$ cat src/design/kvi_pkg.sv
// shared types and constants of the keyframe vertex interpolator
package kvi_pkg;

  // item kinds carried on the func port
  typedef enum logic [1:0] {
    FUNC_XFORM  = 2'd0,
    FUNC_VERTEX = 2'd1,
    FUNC_QUERY  = 2'd2
  } func_t;

  // configuration register indexes
  typedef enum logic [1:0] {
    CFG_FRAME_COUNT = 2'd0,
    CFG_LOOP_START  = 2'd1,
    CFG_LOOP_END    = 2'd2,
    CFG_WHOLE_ANIM  = 2'd3
  } cfg_reg_t;

  localparam int POS_W = 16;  // fixed-point frame position width
  localparam int FC_W  = 7;   // frame count width

  // one transaction as it travels down the pipeline
  typedef struct packed {
    logic [1:0]         func;
    logic [5:0]         frame_index;
    logic [9:0]         vertex_index;
    logic [1:0]         component;
    logic signed [23:0] scale_word;
    logic signed [31:0] offset_word;
    logic [23:0]        vbytes;
    logic [15:0]        frame_pos;
    logic               wrap;
  } item_t;

endpackage

$ cat src/design/kvi_rem.sv
// pipelined remainder of the frame number by the frame count, one bit a stage
module kvi_rem import kvi_pkg::*; #(
  parameter int FRAME_SHIFT = 3
) (
  input  logic            clk,
  input  logic            rst,
  input  logic            in_valid,
  input  item_t           in_item,
  input  logic [FC_W-1:0] divisor,
  output logic            out_valid,
  output item_t           out_item,
  output logic [FC_W-1:0] remainder
);

  localparam int STAGES = POS_W - FRAME_SHIFT;

  logic            valid [STAGES];
  item_t           item  [STAGES];
  logic [FC_W-1:0] rem   [STAGES];

  genvar i;
  for (i = 0; i < STAGES; i++) begin : g_stage
    logic            valid_in;
    item_t           item_in;
    logic [FC_W-1:0] rem_in;
    logic [FC_W:0]   trial;

    if (i == 0) begin : g_first
      assign valid_in = in_valid;
      assign item_in  = in_item;
      assign rem_in   = '0;
    end else begin : g_next
      assign valid_in = valid[i-1];
      assign item_in  = item[i-1];
      assign rem_in   = rem[i-1];
    end

    // bring down the next frame-number bit, msb first
    assign trial = {rem_in, item_in.frame_pos[POS_W-1-i]};

    always_ff @(posedge clk) begin
      if (rst) begin
        valid[i] <= 1'b0;
      end else begin
        valid[i] <= valid_in;
      end
    end

    // restoring step: partial remainder stays below the divisor
    always_ff @(posedge clk) begin
      item[i] <= item_in;
      if (trial >= {1'b0, divisor}) begin
        rem[i] <= FC_W'(trial - {1'b0, divisor});
      end else begin
        rem[i] <= trial[FC_W-1:0];
      end
    end
  end

  assign out_valid = valid[STAGES-1];
  assign out_item  = item[STAGES-1];
  assign remainder = rem[STAGES-1];

endmodule

$ cat config.mk
export PLATFORM = sky130hd
export DESIGN_NAME = kvi_rem
export DESIGN_NICKNAME = d
export VERILOG_FILES = /design/src/design/kvi_pkg.sv /design/src/design/kvi_rem.sv
export SDC_FILE = /design/constraint.sdc
export NUM_CORES = 1
export LEC_CHECK = 0
export BUFFER_PORTS_ARGS = -buffer_cell sky130_fd_sc_hd__buf_4
export CORE_MARGIN = 10
export CORE_UTILIZATION = 40
export CTS_CLUSTER_DIAMETER = 120
export DETAILED_ROUTE_END_ITERATION = 10
export PLACE_DENSITY_LB_ADDON = 0.1
export REMOVE_ABC_BUFFERS = 1
export SKIP_CTS_REPAIR_TIMING = 1
export SYNTH_ARGS = -nofsm -noshare
export SYNTH_HDL_FRONTEND = slang
export SYNTH_SLANG_ARGS = --single-unit
$ cat constraint.sdc
create_clock -name clk -period 7.1 [get_ports clk]
set_input_delay 1.42 -clock clk [delete_from_list [all_inputs] [get_ports clk]]
set_output_delay 1.42 -clock clk [all_outputs]
set_load 0.01 [all_outputs]
==> impl_metrics.json <==
{
  "placed_cell_area_um2": 41600,
  "power.total_w": 0.0205,
  "grt_pass1_wl_um": 83200,
  "area_growth_pct": 22.5,
  "finalCritPeriodShare_pct": 48.5,
  "synthArstFlopShare_pct": 0,
  "n_fill_cell": 8108,
  "cts-root-buf": "clkbuf_16",
  "fmax_mhz": 290,
  "wl_met2_um": 25400,
  "tns_ns": 0,
  "final_hold_viol_count": 0,
  "slew-limit-headroom_pct": 36.7,
  "clock-sinks": 1625,
  "fin_nets": 2944,
  "fin_skew_ns": 0.0291,
  "critPathCaptureType": "register",
  "dpl.hpwl_um": 32800,
  "yosys_warnings": 0,
  "start_util_pct": 40.3,
  "port-buffer-count": 251,
  "gp_congestion": 0.747,
  "power_density_nw_per_um2": 438,
  "cts.reportedPaths.clkPinSlew_ns": 0.06,
  "hold_ws_ns": 0.301,
  "synth.yosys.seq_area_share_pct": 85.0,
  "ys.flop_type": "dfxtp_1",
  "clkLatencyLatePin_ns": 0.72,
  "ir_drop_mv": 0.238,
  "crit_type": "input port to register",
  "synth_seq_cells": 1625,
  "yosysMostFrequentCell": "dfxtp_1",
  "layout-drive-gt1-share_pct": 20.3,
  "clk_path_buf_depth": 3,
  "rows": 113,
  "syn_area_um2": 38300,
  "routed-wl-met3_um": 3670,
  "htree_levels": 4,
  "firstDrtPassIters": 5,
  "hold_path.class": "register to register",
  "synth_edf_count": 0,
  "post_drt_wl_per_cell_um": 12.8,
  "maxCapViolations": 0,
  "grt_max_degree": 26,
  "finalCriticalPeriod_ns": 3.44,
  "dieArea_um2": 108000,
  "core-area_um2": 95000,
  "drv_slew": 0,
  "antenna_found_initial": 0,
  "vias_per_cell": 4.09,
  "fin_cells": 4105,
  "worst_pin_slew_ns": 0.948,
  "fp.dieW_um": 329,
  "vias": 16800,
  "synth.distinct_cells": 43,
  "ant_nets": 0,
  "top_layer_used": "met4",
  "die_h_um": 329,
  "io_pins": 252,
  "cts_tree": "built",
  "cp.required_ns": 7.69,
  "placedCellCount": 3827,
  "drc": 0,
  "synth_area_leaders": "dfxtp_1, ha_1, mux2_4, nor2_1, inv_1",
  "m1WireLength_um": 21500,
  "synth_top_area_cell": "dfxtp_1",
  "grt_pass1_vias": 16700,
  "gr-usage-all-layers_pct": 9.64,
  "cp-start-kind": "input port",
  "finalSetupViolCount": 0,
  "cellLeakagePower_nw": 20.1,
  "fin_area_um2": 46900,
  "syn_avg_cell_area_um2": 16.4,
  "grt_overflow_total": 0,
  "cp.arrival_ns": 4.03,
  "drt_iter0_markers": 691,
  "path_max_fanout": 13,
  "grt_setup_unrepaired": "no",
  "yosysTopAreaCellShare_pct": 85.0,
  "wl_um": 52500,
  "cts_buffers": 155,
  "status": "complete, no violations",
  "synth_common_cells": "dfxtp_1, ha_1, nor2_1",
  "synthCells": 2332
}
[report_power, final]
group          internal [W]  switching [W]
sequential          0.00980       0.000254
clock               0.00496        0.00327
combinational       0.00118        0.00108
[layout make-up]
cell class / count / area, µm² / area share (%)
clock inverters: 62 / 821 / 1.75
flip-flops and latches: 1625 / 32500 / 69.4
inverters: 70 / 263 / 0.561
diodes: 1 / 2.50 / 0.00534
clock buffers: 215 / 4490 / 9.58
well taps: 1265 / 1580 / 3.38
repair buffers: 251 / 1880 / 4.02
multi-input cells: 616 / 5300 / 11.3
[state kept, by name (all words and copies together), names as in the netlist]
register	count
item	1521
valid	13
rem	91
[placed cells by master, fill, tap and decap left out, drive strengths merged, types with 17 or more instances in the layout]
master,n
mux2,60
nor3b,17
clkbuf,215
nor2,71
nor2b,26
mux2i,24
buf,251
o211ai,28
dfxtp,1625
nand2b,35
clkinv,35
o21ai,50
a211oi,17
nand4,18
inv,79
ha,86
[worst max-delay path, stage by stage]
cell and delay [ns]:
buf_4 0.12, inv_1 0.63, ha_1 0.43, a211oi_2 0.38
o211ai_1 0.16, a311o_1 0.51, mux2_4 0.36
[path summary, 6_finish.rpt]
check,start,endpoint,slack [ns],depth (start not counted)
worst min register to register,item[2][358]$_DFF_P_,item[3][7]$_DFF_P_,0.30,0
worst min-delay path,item[2][358]$_DFF_P_,item[3][7]$_DFF_P_,0.30,0
worst max-delay path,divisor[2],rem[3][11]$_DFF_P_,3.66,7
worst max register to register,item[1][359]$_DFF_P_,rem[4][3]$_DFF_P_,4.49,8
[kinds of logic after synthesis]
family | count (synthesis) | share of synthesized area, %
mux | 84 | 2.98
fa+ha+maj | 98 | 3.44
buf+inv | 91 | 1.12
xor+xnor | 25 | 0.572
flops | 1625 | 85.0
simple gates | 227 | 3.40
compound gates | 182 | 3.45
[stage by stage]
step	utilization (%)	setup WS [ns]
3_3_place_gp	43.7	2.99
5_1_grt	49.3	3.55
2_1_floorplan	-	3.32
3_5_place_dp	43.7	2.92
4_1_cts	49.3	3.72
6_report	49.3	3.66
[per-layer routing]
metal / global-route usage [%] / vias to the layer above
met1: 10.4 / 7765
met5: 0 / -
li1: - / 8477
met3: 3.63 / 147
met4: 5.42 / 0
met2: 16.2 / 405
(Power assumes the default switching activity.)
