--- src/design/kvi_lerp.sv ---
// one axis: decompress a vertex in two keyframes and blend, five stages
module kvi_lerp #(
  parameter int FRAME_SHIFT = 3
) (
  input  logic                     clk,
  input  logic [7:0]               byte1,
  input  logic [7:0]               byte2,
  input  logic signed [23:0]       scale1,
  input  logic signed [23:0]       scale2,
  input  logic signed [31:0]       offset1,
  input  logic signed [31:0]       offset2,
  input  logic [FRAME_SHIFT:0]     frac,
  input  logic                     same_key,
  output logic signed [31:0]       result
);

  localparam int PROD_W = 33;
  localparam int PT_W   = 34;
  localparam int DIFF_W = 35;
  localparam int MUL_W  = DIFF_W + FRAME_SHIFT + 2;
  localparam int SUM_W  = MUL_W + 1;
  localparam logic signed [SUM_W-1:0] SAT_HI = SUM_W'(32'sh7fff_ffff);
  localparam logic signed [SUM_W-1:0] SAT_LO = SUM_W'(32'sh8000_0000);

  logic signed [PROD_W-1:0] prod1, prod2;
  logic signed [31:0]       off1, off2;
  logic signed [PT_W-1:0]   p1, p2, p1_b, p1_c;
  logic signed [DIFF_W-1:0] diff;
  logic signed [MUL_W-1:0]  mul;
  logic signed [MUL_W-1:0]  step;
  logic signed [SUM_W-1:0]  sum;
  logic [FRAME_SHIFT:0]     frac_a, frac_b, frac_c;
  logic                     same_a, same_b, same_c, same_d;

  // stage 1: byte times scale
  always_ff @(posedge clk) begin
    prod1  <= PROD_W'($signed({1'b0, byte1})) * PROD_W'(scale1);
    prod2  <= PROD_W'($signed({1'b0, byte2})) * PROD_W'(scale2);
    off1   <= offset1;
    off2   <= offset2;
    frac_a <= frac;
    same_a <= same_key;
  end

  // stage 2: add the frame offset
  always_ff @(posedge clk) begin
    p1     <= PT_W'(prod1) + PT_W'(off1);
    p2     <= PT_W'(prod2) + PT_W'(off2);
    frac_b <= frac_a;
    same_b <= same_a;
  end

  // stage 3: distance between the two keyframe points
  always_ff @(posedge clk) begin
    diff   <= DIFF_W'(p2) - DIFF_W'(p1);
    p1_b   <= p1;
    frac_c <= frac_b;
    same_c <= same_b;
  end

  // stage 4: scale the distance by the fraction
  always_ff @(posedge clk) begin
    mul    <= MUL_W'(diff) * MUL_W'($signed({1'b0, frac_c}));
    p1_c   <= p1_b;
    same_d <= same_c;
  end

  // stage 5: floor shift, add, saturate
  always_comb begin
    step = mul >>> FRAME_SHIFT;
    if (same_d) begin
      sum = SUM_W'(p1_c);
    end else begin
      sum = SUM_W'(p1_c) + SUM_W'(step);
    end
  end

  always_ff @(posedge clk) begin
    if (sum > SAT_HI) begin
      result <= 32'sh7fff_ffff;
    end else if (sum < SAT_LO) begin
      result <= 32'sh8000_0000;
    end else begin
      result <= sum[31:0];
    end
  end

endmodule

--- config.mk ---
export PLATFORM = sky130hd
export DESIGN_NAME = kvi_lerp
export DESIGN_NICKNAME = d
export VERILOG_FILES = /design/src/design/kvi_lerp.sv
export SDC_FILE = /design/constraint.sdc
export NUM_CORES = 2
export LEC_CHECK = 0
export BUFFER_PORTS_ARGS = -buffer_cell sky130_fd_sc_hd__buf_4
export CAP_MARGIN = 20
export CORE_MARGIN = 8
export CORE_UTILIZATION = 55
export DETAILED_ROUTE_END_ITERATION = 10
export PLACE_DENSITY = 0.81
export SETUP_SLACK_MARGIN = 0.02
export SLEW_MARGIN = 20
export SYNTH_ARGS = -nofsm -noshare
export SYNTH_HDL_FRONTEND = slang
export SYNTH_SLANG_ARGS = --single-unit
--- constraint.sdc ---
create_clock -name clk -period 17.2 [get_ports clk]
set_clock_uncertainty 0.15 [all_clocks]
set_input_delay 3.44 -clock clk [delete_from_list [all_inputs] [get_ports clk]]
set_output_delay 3.44 -clock clk [all_outputs]
set_load 0.01 [all_outputs]
==> flow_summary.toml <==
[power_and_ir_drop]
total_power_mw = 8.08
cellLeakagePower_nw = 18.7
max-vdd-ir-drop_uv = 96.7
power_per_cell_area_nw_per_um2 = 220

[timing]
grt_setup_unrepaired = "false"
final_hold_vio_count = 0
timing.final.max_slew_violations = 0
layout_setup_ws_ns = 8.86
min_period_ns = 8.34
clock.fmax_mhz = 120
timing.slew.headroom_pct = 46.9
setup-tns-final_ns = 0
final-setup-viol-count = 0
final_min_period_over_clock_period_pct = 48.5
worst_max_slew_pin_slew_ns = 0.786

[logic_synthesis]
synth-warning-count = 0
synth_largest_area_cell = "dfxtp_1"
synth_xor_xnor_area_share_pct = 5.44
synth_top_cells_by_count = "inv_1, dfxtp_1, fa_1"
synth_fa_ha_area_share_pct = 35.3
synth-seq-area-share_pct = 23.1
combinational_family_with_the_most_area_after_synthesis = "adder cells"
simple_gate_share_of_the_synthesized_area_pct = 14.3
synthTopCellsByArea = "dfxtp_1, fa_1, ha_1, inv_1, and2_1"
synth_top_area_share_pct = 23.1
ys_ff_latch = 386
synthesized_cell_area_um2 = 33500
synth_mux_area_share_pct = 0.243
mean_area_per_synthesized_cell_um2 = 9.11
synthDistinctLibCells = 72
synth_edf_count = 0
synth_cells = 3671
asyncSetResetFlopFracSynth_pct = 0
synth_compound_gate_area_share_pct = 13.3
synth_nets = 4525
synth.most_common_cell = "inv_1"
yosys_most_used_dff = "dfxtp_1"

[cts]
clkSlewWorstSetupHoldPaths_ns = 0.06
post_cts_buffers = 0
cts_tree = "built"
cts_inserted_buffers = 41
tritoncts_num_sinks = 386
cts_repair_resize_count = 0
clock_tree.buffer_depth = 3
worst_skew_pair.late_latency_ns = 0.56
root_buffer = "clkbuf_16"
cts_max_level = 2
holdBufCountCts = 0

[placed_design]
port_buffers = 165
dp_worst_setup_slack_ns = 8.31
gp_congestion = 0.894
detailedPlacementHpwl_mm = 57.7
dp_cells = 4553

[global_routing]
use_met3_pct = 3.40
globalRoute.busiestLayer = "met2"
overflow = 0
grt_pass1_wl_mm = 118
number_of_antenna_violations_at_the_first_check_in_global_routing = 7
use_met2_pct = 33.8
grt_start_max_net_pins = 61
first_global_vias = 25000
grtUsageTotal_pct = 20.3
grt_util_met1_pct = 26.6

[die]
floorplan.die.width_um = 263
initial_util_pct = 55.5
dieArea_um2 = 69000
io_pins = 166
placeableCoreArea_um2 = 60200
die_h_um = 263
num_rows = 90

[cells_and_area]
finish.cell_count_without_fillers = 4631
layout_cell_share_with_drive_strength_beyond_1_pct = 7.72
areaGrowthSynthToFinish_pct = 9.85
layout.nets = 4668
final.fill_count = 5025

[detailed_routing]
firstDrtPassIters = 5
route.antenna.remaining_nets = 0
wire_per_inst_um = 15.0
drt_iter0_drc = 988
postRouteWirelength_mm = 69.4
vias_per_cell = 5.22
via_count = 24200
drc = 0

[worst_setup_path]
worstPathArrival_ns = 8.67
setup.worst_path.start_class = "input pin"
regToRegSetupSlack_ns = 11.63
setup.worst_path.class = "input pin to flip-flop"
timing.rr.start = "frac_c[2]"
cp-startpoint = "byte1[2]"
worst_r2r_endpoint = "mul[39]"
critical_path_required_ns = 17.53
worst-path-max-fanout = 24
worstSetupEndpointType = "flip-flop"
crit_path_end = "prod1[25]"
rr_worst_depth = 18

[hold_path]
min_path_type = "flip-flop to flip-flop"

[outcome]
status = "finished clean"

[run]
max_cap_violations = 0
[sequential cells by signal, indices dropped and copies added, names as in the netlist]
name    count
same_b      1
off2       32
p2         34
mul        37
same_a      1
frac_b      4
p1         34
same_c      1
diff       35
prod1      33
frac_c      4
prod2      33
result     32
off1       32
p1_b       34
same_d      1
p1_c       34
frac_a      4
[cell families after synthesis]
| kind of cell | Yosys count |
|---|---|
| AO/OA/AOI/OAI | 676 |
| XOR/XNOR | 208 |
| adder cells (fa/ha/maj) | 720 |
| buffers and inverters | 727 |
| flip-flops | 386 |
| multiplexers | 8 |
| AND/OR/NAND/NOR | 946 |
[layout by cell type, fill, tap and decap left out, types with 107 or more instances in the layout]
master / instances
buf_4: 169
nand2_1: 297
a21oi_1: 226
ha_1: 345
fa_1: 375
nor2_1: 137
a21o_1: 107
and2_1: 329
inv_1: 658
xnor2_1: 154
dfxtp_1: 383
[routing by layer]
| metal | wire length (µm) | part of all wire, % |
|---|---|---|
| met5 | 23 | 0.033 |
| met4 | 2100 | 3.0 |
| met3 | 3970 | 5.7 |
| met2 | 31900 | 46 |
| met1 | 31400 | 45 |
[report_power, final]
part / switching, mW / internal [mW]
Sequential: 0.233 / 1.36
Clock: 0.364 / 0.504
Combinational: 3.12 / 2.50
Total: 3.71 / 4.37
[how the worst min path moves through the flow]
| stage | start | endpoint | slack [ns] | cells after the start |
|---|---|---|---|---|
| detailed placement | p1_b[4] | p1_c[4] | 0.16 | 0 |
| finish | same_b | same_c | 0.17 | 0 |
| global placement | p1_b[3] | p1_c[3] | 0.16 | 0 |
| CTS | p1_b[4] | p1_c[4] | 0.18 | 0 |
| global route | same_a | same_b | 0.18 | 0 |
| floorplan | frac_a[0] | frac_b[0] | 0.16 | 0 |
[through the flow]
step	instance area [µm²]	hold slack, ns	util, %
2_1_floorplan	33500	0.160	-
3_3_place_gp	35400	0.161	58.8
3_5_place_dp	35400	0.162	58.8
4_1_cts	36700	0.175	61.0
5_1_grt	36800	0.180	61.0
6_report	36800	0.175	61.0
[layout make-up]
cell class / instances / area [µm²] / share of cell area [%]
inverters: 658 / 2470 / 6.72
clock buffers: 52 / 1100 / 2.99
multi-input cells: 2558 / 23000 / 62.5
well taps: 782 / 978 / 2.66
clock inverters: 22 / 239 / 0.650
diodes: 4 / 10.0 / 0.0272
flip-flops and latches: 386 / 7730 / 21.0
repair buffers: 169 / 1270 / 3.45
[worst max-delay path, stage by stage]
cell	delay [ns]
buf_4	0.26
nand2_1	0.14
fa_1	0.54
inv_1	0.05
fa_1	0.46
fa_1	0.50
inv_1	0.06
fa_1	0.53
inv_1	0.04
ha_1	0.34
o21a_1	0.19
o21ai_0	0.26
o31ai_1	0.16
o31ai_1	0.53
o31ai_1	0.24
o21ai_0	0.28
a21oi_1	0.14
a21o_1	0.19
a21oi_1	0.16
xnor2_1	0.13
No activity file was read; power rests on OpenSTA's default activity.
